[config.mk]
export PLATFORM = sky130hd
export DESIGN_NAME = baseline_threshold_spike_detector
export DESIGN_NICKNAME = d
export VERILOG_FILES = /design/src/rtl/core/btsd_pkg.sv /design/src/rtl/core/btsd_cfg.sv /design/src/rtl/core/btsd_track.sv /design/src/rtl/core/baseline_threshold_spike_detector.sv
export SDC_FILE = /design/constraint.sdc
export NUM_CORES = 1
export LEC_CHECK = 0
export ABC_AREA = 1
export BUFFER_PORTS_ARGS = -buffer_cell sky130_fd_sc_hd__buf_2
export CAP_MARGIN = 20
export CORE_UTILIZATION = 65
export CTS_CLUSTER_SIZE = 25
export DETAILED_ROUTE_END_ITERATION = 6
export PLACE_DENSITY = 0.93
export SLEW_MARGIN = 25
export SYNTH_ARGS = -nofsm -noshare
export SYNTH_HDL_FRONTEND = slang
export SYNTH_SLANG_ARGS = --single-unit
[constraint.sdc]
create_clock -name clk -period 7.1 [get_ports clk]
set_clock_uncertainty 0.2 [all_clocks]
set_input_delay 0.71 -clock clk [delete_from_list [all_inputs] [get_ports clk]]
set_output_delay 0.71 -clock clk [all_outputs]
set_load 0.005 [all_outputs]
[src/rtl/core/btsd_pkg.sv]
`timescale 1ns / 1ps
`default_nettype none

package btsd_pkg;

  localparam int SAMPLE_BITS = 16;
  localparam int INDEX_BITS  = 20;
  localparam int COUNT_BITS  = INDEX_BITS + 1;
  localparam int CMD_BITS    = 2;
  localparam int CFG_ADDR_BITS = 2;

  typedef logic signed [SAMPLE_BITS-1:0] sample_t;
  typedef logic [INDEX_BITS-1:0]         index_t;
  typedef logic [COUNT_BITS-1:0]         count_t;
  typedef logic [CMD_BITS-1:0]           cmd_t;
  typedef logic [CFG_ADDR_BITS-1:0]      cfg_addr_t;

  // command codes
  localparam cmd_t CMD_RESTART  = 2'd0;
  localparam cmd_t CMD_BASELINE = 2'd1;
  localparam cmd_t CMD_DETECT   = 2'd2;

  // configuration register indexes
  localparam cfg_addr_t REG_WINDOW_FIRST = 2'd0;
  localparam cfg_addr_t REG_WINDOW_LAST  = 2'd1;
  localparam cfg_addr_t REG_REFRACTORY   = 2'd2;

  typedef struct packed {
    index_t window_first;
    index_t window_last;
    index_t refractory_samples;
  } cfg_t;

  typedef struct packed {
    logic    spike;
    sample_t low_mark;
    sample_t high_mark;
  } result_t;

endpackage

`default_nettype wire

[src/rtl/core/btsd_cfg.sv]
`timescale 1ns / 1ps
`default_nettype none

module btsd_cfg (
  input  wire logic                 clk,
  input  wire logic                 rst,
  input  wire logic                 cfg_valid,
  input  wire btsd_pkg::cfg_addr_t  cfg_index,
  input  wire btsd_pkg::index_t     cfg_data,
  output btsd_pkg::cfg_t            cfg
);

  btsd_pkg::cfg_t regs;

  always_ff @(posedge clk) begin
    if (rst) begin
      regs <= '0;
    end else if (cfg_valid) begin
      case (cfg_index)
        btsd_pkg::REG_WINDOW_FIRST: regs.window_first       <= cfg_data;
        btsd_pkg::REG_WINDOW_LAST:  regs.window_last        <= cfg_data;
        btsd_pkg::REG_REFRACTORY:   regs.refractory_samples <= cfg_data;
        default: ;  // unmapped index, write dropped
      endcase
    end
  end

  assign cfg = regs;

endmodule

`default_nettype wire

[src/rtl/core/btsd_track.sv]
`timescale 1ns / 1ps
`default_nettype none

module btsd_track (
  input  wire logic              clk,
  input  wire logic              rst,
  input  wire logic              step,
  input  wire btsd_pkg::cmd_t    command,
  input  wire btsd_pkg::sample_t sample,
  input  wire btsd_pkg::cfg_t    cfg,
  output btsd_pkg::result_t      res
);

  btsd_pkg::sample_t low_level, low_level_next;
  btsd_pkg::sample_t high_level, high_level_next;
  btsd_pkg::count_t  baseline_index, baseline_index_next;
  btsd_pkg::count_t  lapse_count, lapse_count_next;

  btsd_pkg::count_t first_ext, last_ext, refr_ext;
  logic             in_window;
  logic             spike;

  always_comb begin
    first_ext = {1'b0, cfg.window_first};
    last_ext  = {1'b0, cfg.window_last};
    refr_ext  = {1'b0, cfg.refractory_samples};
    in_window = (baseline_index >= first_ext) && (baseline_index <= last_ext);

    low_level_next      = low_level;
    high_level_next     = high_level;
    baseline_index_next = baseline_index;
    lapse_count_next    = lapse_count;
    spike               = 1'b0;

    case (command)
      btsd_pkg::CMD_RESTART: begin
        low_level_next      = '0;
        high_level_next     = '0;
        baseline_index_next = '0;
        lapse_count_next    = refr_ext;
      end
      btsd_pkg::CMD_BASELINE: begin
        if (in_window) begin
          if (sample > high_level) high_level_next = sample;
          if (sample < low_level)  low_level_next  = sample;
        end
        // index sticks at all ones, past any window
        if (baseline_index != '1) baseline_index_next = baseline_index + 1'b1;
      end
      btsd_pkg::CMD_DETECT: begin
        if ((sample < low_level) && (lapse_count > refr_ext)) begin
          spike            = 1'b1;
          lapse_count_next = '0;
        end else if (lapse_count != '1) begin
          lapse_count_next = lapse_count + 1'b1;
        end
      end
      default: ;  // unused code: no change
    endcase

    res.spike     = spike;
    res.low_mark  = low_level_next;
    res.high_mark = high_level_next;
  end

  always_ff @(posedge clk) begin
    if (rst) begin
      low_level      <= '0;
      high_level     <= '0;
      baseline_index <= '0;
      lapse_count    <= '0;
    end else if (step) begin
      low_level      <= low_level_next;
      high_level     <= high_level_next;
      baseline_index <= baseline_index_next;
      lapse_count    <= lapse_count_next;
    end
  end

endmodule

`default_nettype wire

[src/rtl/core/baseline_threshold_spike_detector.sv]
`timescale 1ns / 1ps
`default_nettype none

// Channel   Handshake              Payload
// in        in_valid / in_ready    command, sample
// out       out_valid / out_ready  spike, low_mark, high_mark
// cfg       cfg_valid / cfg_ready  cfg_index, cfg_data
//
// One request per cycle sustained while the output is not stalled; a request
// passes through two registers (input register, then result register). The
// marks, counters and compares all sit between those two registers. Reset
// clears valids, marks, indexes and config. A stalled output holds its result
// while the input register keeps its request; in_ready drops only when both
// are full and out_ready is low. cfg_ready is always high.

module baseline_threshold_spike_detector (
  input  wire logic                 clk,
  input  wire logic                 rst,
  input  wire logic                 in_valid,
  output logic                      in_ready,
  input  wire btsd_pkg::cmd_t       command,
  input  wire btsd_pkg::sample_t    sample,
  output logic                      out_valid,
  input  wire logic                 out_ready,
  output logic                      spike,
  output btsd_pkg::sample_t         low_mark,
  output btsd_pkg::sample_t         high_mark,
  input  wire logic                 cfg_valid,
  output logic                      cfg_ready,
  input  wire btsd_pkg::cfg_addr_t  cfg_index,
  input  wire btsd_pkg::index_t     cfg_data
);

  btsd_pkg::cfg_t    cfg;
  btsd_pkg::result_t res;

  // input register
  logic              in_held;
  btsd_pkg::cmd_t    command_q;
  btsd_pkg::sample_t sample_q;

  logic out_free;
  logic advance;
  logic take;

  assign cfg_ready = 1'b1;
  assign out_free  = !out_valid || out_ready;
  assign advance   = in_held && out_free;   // input register -> result
  assign in_ready  = !in_held || out_free;
  assign take      = in_valid && in_ready;

  btsd_cfg u_cfg (
    .clk       (clk),
    .rst       (rst),
    .cfg_valid (cfg_valid && cfg_ready),
    .cfg_index (cfg_index),
    .cfg_data  (cfg_data),
    .cfg       (cfg)
  );

  btsd_track u_track (
    .clk     (clk),
    .rst     (rst),
    .step    (advance),
    .command (command_q),
    .sample  (sample_q),
    .cfg     (cfg),
    .res     (res)
  );

  always_ff @(posedge clk) begin
    if (rst) begin
      in_held <= 1'b0;
    end else if (take) begin
      in_held <= 1'b1;
    end else if (advance) begin
      in_held <= 1'b0;
    end
  end

  always_ff @(posedge clk) begin
    if (take) begin
      command_q <= command;
      sample_q  <= sample;
    end
  end

  // result register
  always_ff @(posedge clk) begin
    if (rst) begin
      out_valid <= 1'b0;
    end else if (advance) begin
      out_valid <= 1'b1;
    end else if (out_ready) begin
      out_valid <= 1'b0;
    end
  end

  always_ff @(posedge clk) begin
    if (advance) begin
      spike     <= res.spike;
      low_mark  <= res.low_mark;
      high_mark <= res.high_mark;
    end
  end

endmodule

`default_nettype wire

After elaboration in Yosys (flattened, before gate mapping). Cells that the tools add are included.

Add/sub/neg operators: 2. Order comparisons: 5. Equality and inequality tests: 8. Mux-type cells: 16. Reduce and logical (&&, ||, !) cells: 19.

Operators with widths (count): 21-bit one-hot mux with 2 select lines (2); 16-bit 2-to-1 mux (4); 16-bit one-hot mux with 2 select lines (2); 21-bit 2-to-1 mux (3); 21-bit by 1-bit adder with 21-bit output, second input constant (2); 21-bit inequality test, second input constant (2); 21-bit by 20-bit >= comparator with 1-bit output (1); 21-bit by 20-bit > comparator with 1-bit output (1); 21-bit by 20-bit <= comparator with 1-bit output (1); 16-bit > comparator (1); 16-bit < comparator (1); 2-bit nonzero test (4); 2-bit AND reduction (3); 3-bit AND reduction (2); 1-bit 2-to-1 mux (5); 2-bit by 1-bit equality test with 1-bit output, second input constant (2); 2-bit equality test, second input constant (2); 1-bit logical AND (4); 2-bit logical NOT (2); 3-bit by 1-bit inequality test with 1-bit output, second input constant (1); 1-bit logical NOT (2); 1-bit logical OR (2); 2-bit by 1-bit inequality test with 1-bit output, second input constant (1).

Register bits after elaboration: 187. Word-level logic and storage cells: 64. Output and inout port bits: 36.

Logic depth before layout (Yosys ltp).
Depth after elaboration: 5. Depth in mapped cells: 20. Gate-level depth less buffers: 20.

Hierarchy. A second synthesis with hierarchy kept.

Cells, all modules: 1603. Area total of the unflattened synthesis: 11273.3 µm².

Modules (own cells, without submodules): btsd_track (area each 7101.8 µm², cells each 1149, times used 1); btsd_cfg (area each 2537.4 µm², cells each 389, times used 1); baseline_threshold_spike_detector (area each 1634.1 µm², cells each 65, times used 1).

Least setup slack after synthesis. OpenSTA, ideal clock, no wires.

Path kind: input -> register. Start point: input out_ready. End point: register high_mark[0], enable pin. Arrival: 2180 ps. Cell stages on the path: 5. Data required time: 6490 ps. Path slack: 4310 ps. Buffers on the path: 1. Path through: inv_1 nand2_1 nand2_1 clkinv_1 clkbuf_1.

Cells in the longest elaborated chain, start to end: 2.

RTL lines: from (decl) (RTL line baseline_threshold_spike_detector.sv:24) `input wire logic out_ready,`; 1-bit logical OR (RTL line baseline_threshold_spike_detector.sv:47) `assign out_free = !out_valid || out_ready;`; 1-bit logical AND (RTL line baseline_threshold_spike_detector.sv:48) `assign advance = in_held && out_free;`; net advance (RTL line baseline_threshold_spike_detector.sv:43) `logic advance;`; to (signal assigned) (RTL line baseline_threshold_spike_detector.sv:103) `high_mark <= res.high_mark;`; to (decl) (RTL line baseline_threshold_spike_detector.sv:27) `output btsd_pkg::sample_t high_mark,`.

The timed path passes the listed nets, and every way through them passes these cells. A chain may end at the register's enable or synchronous reset.

Worst setup path after layout.
Start point: register sample_q[9]. End point: register u_track.lapse_count[9].

Cells in the longest elaborated chain, start to end: 4.

RTL lines: from (decl) (RTL line baseline_threshold_spike_detector.sv:40) `btsd_pkg::sample_t sample_q;`; from (signal assigned) (RTL line baseline_threshold_spike_detector.sv:84) `sample_q <= sample;`; 16-bit < comparator (*) (RTL line btsd_track.sv:51) `if ((sample < low_level) && (lapse_count > refr_ext)) begin`; 1-bit logical AND (*) (RTL line btsd_track.sv:51); 3-bit by 1-bit inequality test with 1-bit output (no source line) or 21-bit 2-to-1 mux (tied branches); 3-bit AND reduction (no source line) or 21-bit one-hot mux with 2 select lines (tied branches); to (signal assigned) (RTL line btsd_track.sv:76) `lapse_count <= lapse_count_next;`; to (decl) (RTL line btsd_track.sv:17) `btsd_pkg::count_t lapse_count, lapse_count_next;`.

Every way passes the cells marked *; elsewhere a longest branch is shown, timed or not.

==> impl_metrics.yaml <==
outcome:
  outcome: "finished clean"
drt:
  drt-total-wl_um: 27820
  routedWlPerCell_um: 15.60
  viasPerCell: 5.763
  firstDrtPassIters: 7
  drc: 0
  drtAntennaViolNets: 0
  vias: 10281
  drt_iter0_drc: 1234
layout:
  syn_to_final_growth_pct: 10.39
  diodes: 0
  fin_cells: 1784
  multi_input_area_um2: 5433
  nNetsFinal: 1693
  seq_area_um2: 4254
  drive_gt1_frac: 0.08992
  postLayoutCellArea_um2: 11890
  final_util: 0.7430
  n_fill_cell: 1213
timing:
  hold_ws_ns: 0.2323
  min_period_over_period: 0.4825
  final_hold_viol_count: 0
  tns_ns: 0
  max-slew-margin-rel: 0.3849
  max_freq_ghz: 0.2919
  worstMarginPinSlew_ns: 0.9217
  setup-violations-final: 0
  period_needed_ns: 3.426
  rsz0062_at_grt: "false"
  maxSlewViolCount: 0
clocking:
  ctsResizeCount: 0
  clock_latency_ns: 0.45
  ctsLongestPathBuffers: 2
  cts.sinks: 187
  cts_tree: "built"
  cts_root_buffer: "clkbuf_16"
  htreeDepth: 4
  cts_setup_buffers: 0
  numCtsBuffers: 17
  cts_hold_buf: 0
  path_clk_slew_ns: 0.08
setup_path:
  worstPathArrival_ns: 3.57
  crit_path_end_kind: "register"
  crit_slowest_cell: "a21boi_2"
  critPathLaunchType: "register"
  cp_cell_sequence: "ha_1, nand2_1, inv_1, nor2_1, o21ai_0, a21boi_2, nand3_1, nand2_2, nand2_2, a21boi_2, nand2_1, nor2_1, nor2_1"
  path_buf_inv: 1
  cpMostUsedCell: "nor2_1"
  cp_max_fo: 23
  crit_family: "simple AND/OR/NAND/NOR gates"
  cp.required_ns: 7.24
  crit_type: "register to register"
  cp_slowest_stage_delay_ns: 0.77
die:
  die_w_um: 130.7
  io_pins: 81
  dieArea_um2: 17090
  initial_utilization: 0.6731
  num_rows: 46
  core_area_um2: 16000
  die_h_um: 130.7
grt:
  met1_usage: 0.4389
  grt_max_degree: 86
  grt.busiest_layer: "met2"
  first_global_vias: 9422
  use_met3: 0.04845
  antenna_found_initial: 0
  met2_usage: 0.5378
  grtUsageTotal: 0.3332
  grt_first_pass_wirelength_um: 44380
  overflow: 0
power_and_ir_drop:
  ir_worst_vdd_v: 0.0002043
  p_leak_nw: 5.720
  p_per_area_nw_per_um2: 219.1
logic_synthesis:
  synth.ff_latch_count: 187
  synth.net_count: 1640
  synth_area_um2: 10770
  yosys_warnings: 0
  synth.distinct_cells: 44
  syn_area_per_cell_um2: 7.170
  syn-instance-count: 1502
  ys_seq_area_frac: 0.3950
placement:
  dp_hpwl_um: 19150
  gp_congestion: 0.9313
  dp_cells: 1752
  port_buffers: 79
  dpl-instance-area_um2: 11270
hold_path:
  min_path_type: "input port to register"
flow_run:
  maxCapViolCount: 0
## flip-flops by register name, indices dropped and copies added, names as in the netlist, 2 cells and up
signal / count
low_mark: 16
u_track.lapse_count: 21
u_track.low_level: 16
high_mark: 16
command_q: 2
sample_q: 16
u_track.baseline_index: 21
u_cfg.cfg: 60
u_track.high_level: 16
## per-stage QoR
step / setup slack, ns / total power [mW]
floorplan: 4.310 / 1.481
global placement: 3.647 / 1.580
detailed placement: 3.845 / 1.597
CTS: 3.748 / 2.587
global route: 3.401 / 2.693
finish: 3.674 / 2.604
## per-layer routing
metal	wire length [um]	share of wire
met1	11760	0.42
met2	12580	0.45
met3	2387	0.086
met4	1096	0.039
met5	0	0
## synth_stat cells (all sizes together)
| master | instances | area [um2] |
|---|---|---|
| edfxtp | 51 | 1531 |
| o22ai | 1 | 6.260 |
| inv | 232 | 870.8 |
| clkinv | 1 | 3.750 |
| o21ai | 107 | 535.5 |
| xnor2 | 2 | 17.52 |
| a21oi | 148 | 740.7 |
| o21bai | 1 | 7.510 |
| nand4 | 22 | 143.9 |
| o211ai | 3 | 22.52 |
| dfxtp | 136 | 2723 |
| a21boi | 2 | 22.52 |
| clkbuf | 36 | 135.1 |
| nand2 | 405 | 1535 |
| ha | 93 | 1164 |
| xor2 | 13 | 113.9 |
| nor3 | 26 | 146.4 |
| o31ai | 1 | 7.510 |
| a211oi | 1 | 7.510 |
| a31oi | 1 | 6.260 |
| nand3 | 83 | 420.4 |
| conb | 1 | 3.750 |
| nor2 | 107 | 404.1 |
| o21a | 1 | 7.510 |
| a21o | 5 | 37.54 |
| and3 | 1 | 6.260 |
| buf | 15 | 82.58 |
| or2 | 1 | 6.260 |
| nor3b | 2 | 20.02 |
| nor4 | 4 | 40.04 |
## worst reg2reg max path, cell delays in order (launching register included)
cell,delay (ns)
edfxtp_1,0.43
ha_1,0.35
nand2_1,0.08
inv_1,0.04
nor2_1,0.13
o21ai_0,0.13
a21boi_2,0.17
nand3_1,0.10
nand2_2,0.36
nand2_2,0.26
a21boi_2,0.77
nand2_1,0.13
nor2_1,0.12
nor2_1,0.05
## worst paths after layout
check                                        end  cells after the start  slack [ns]                       start
min                        sample_q[0]$_DFFE_PP_                      1        0.23                   sample[0]
max          u_track.lapse_count[9]$_SDFFE_PP0P_                     13        3.67       sample_q[9]$_DFFE_PP_
max reg2reg  u_track.lapse_count[9]$_SDFFE_PP0P_                     13        3.67       sample_q[9]$_DFFE_PP_
min reg2reg           u_cfg.cfg[20]$_SDFFE_PP0P_                      2        0.26  u_cfg.cfg[20]$_SDFFE_PP0P_
## cell families (layout without fill, tap and decap cells)
group           Yosys count  after routing  synth area share
compound gates          271            271            0.1301
flops                   187            187            0.3950
simple gates            651            651            0.2528
buf+inv                 284            350            0.1014
xor+xnor                 15             15           0.01220
fa+ha+maj                93             93            0.1081
other cells               1              1         0.0003482
## area by class of cell
cell class	count	share of cell area
repair buffers	85	0.03705
well taps	216	0.02273
multi-input cells	1031	0.4570
flip-flops and latches	187	0.3579
clock inverters	13	0.01179
inverters	233	0.07357
clock buffers	19	0.04000
## layout by cell type, fill, tap and decap left out, drive strengths merged, types with 2 or more instances in the layout
master and count:
nor3 26, a21boi 2, nor4 4, a21oi 148, buf 85, nor3b 2, inv 244, ha 93
nand4 22, xor2 13, edfxtp 51, o21ai 107, nand2 405, nand3 83, xnor2 2, o211ai 3
nor2 107, dfxtp 136, clkbuf 19, a21o 5
## power by group
group / total (mW) / internal [mW] / switching [mW] / leakage [nW]
Combinational: 0.410 / 0.131 / 0.279 / 3.80
Clock: 1.01 / 0.542 / 0.465 / 0.307
Sequential: 1.19 / 1.15 / 0.0347 / 1.61
(Power assumes the default switching activity.)
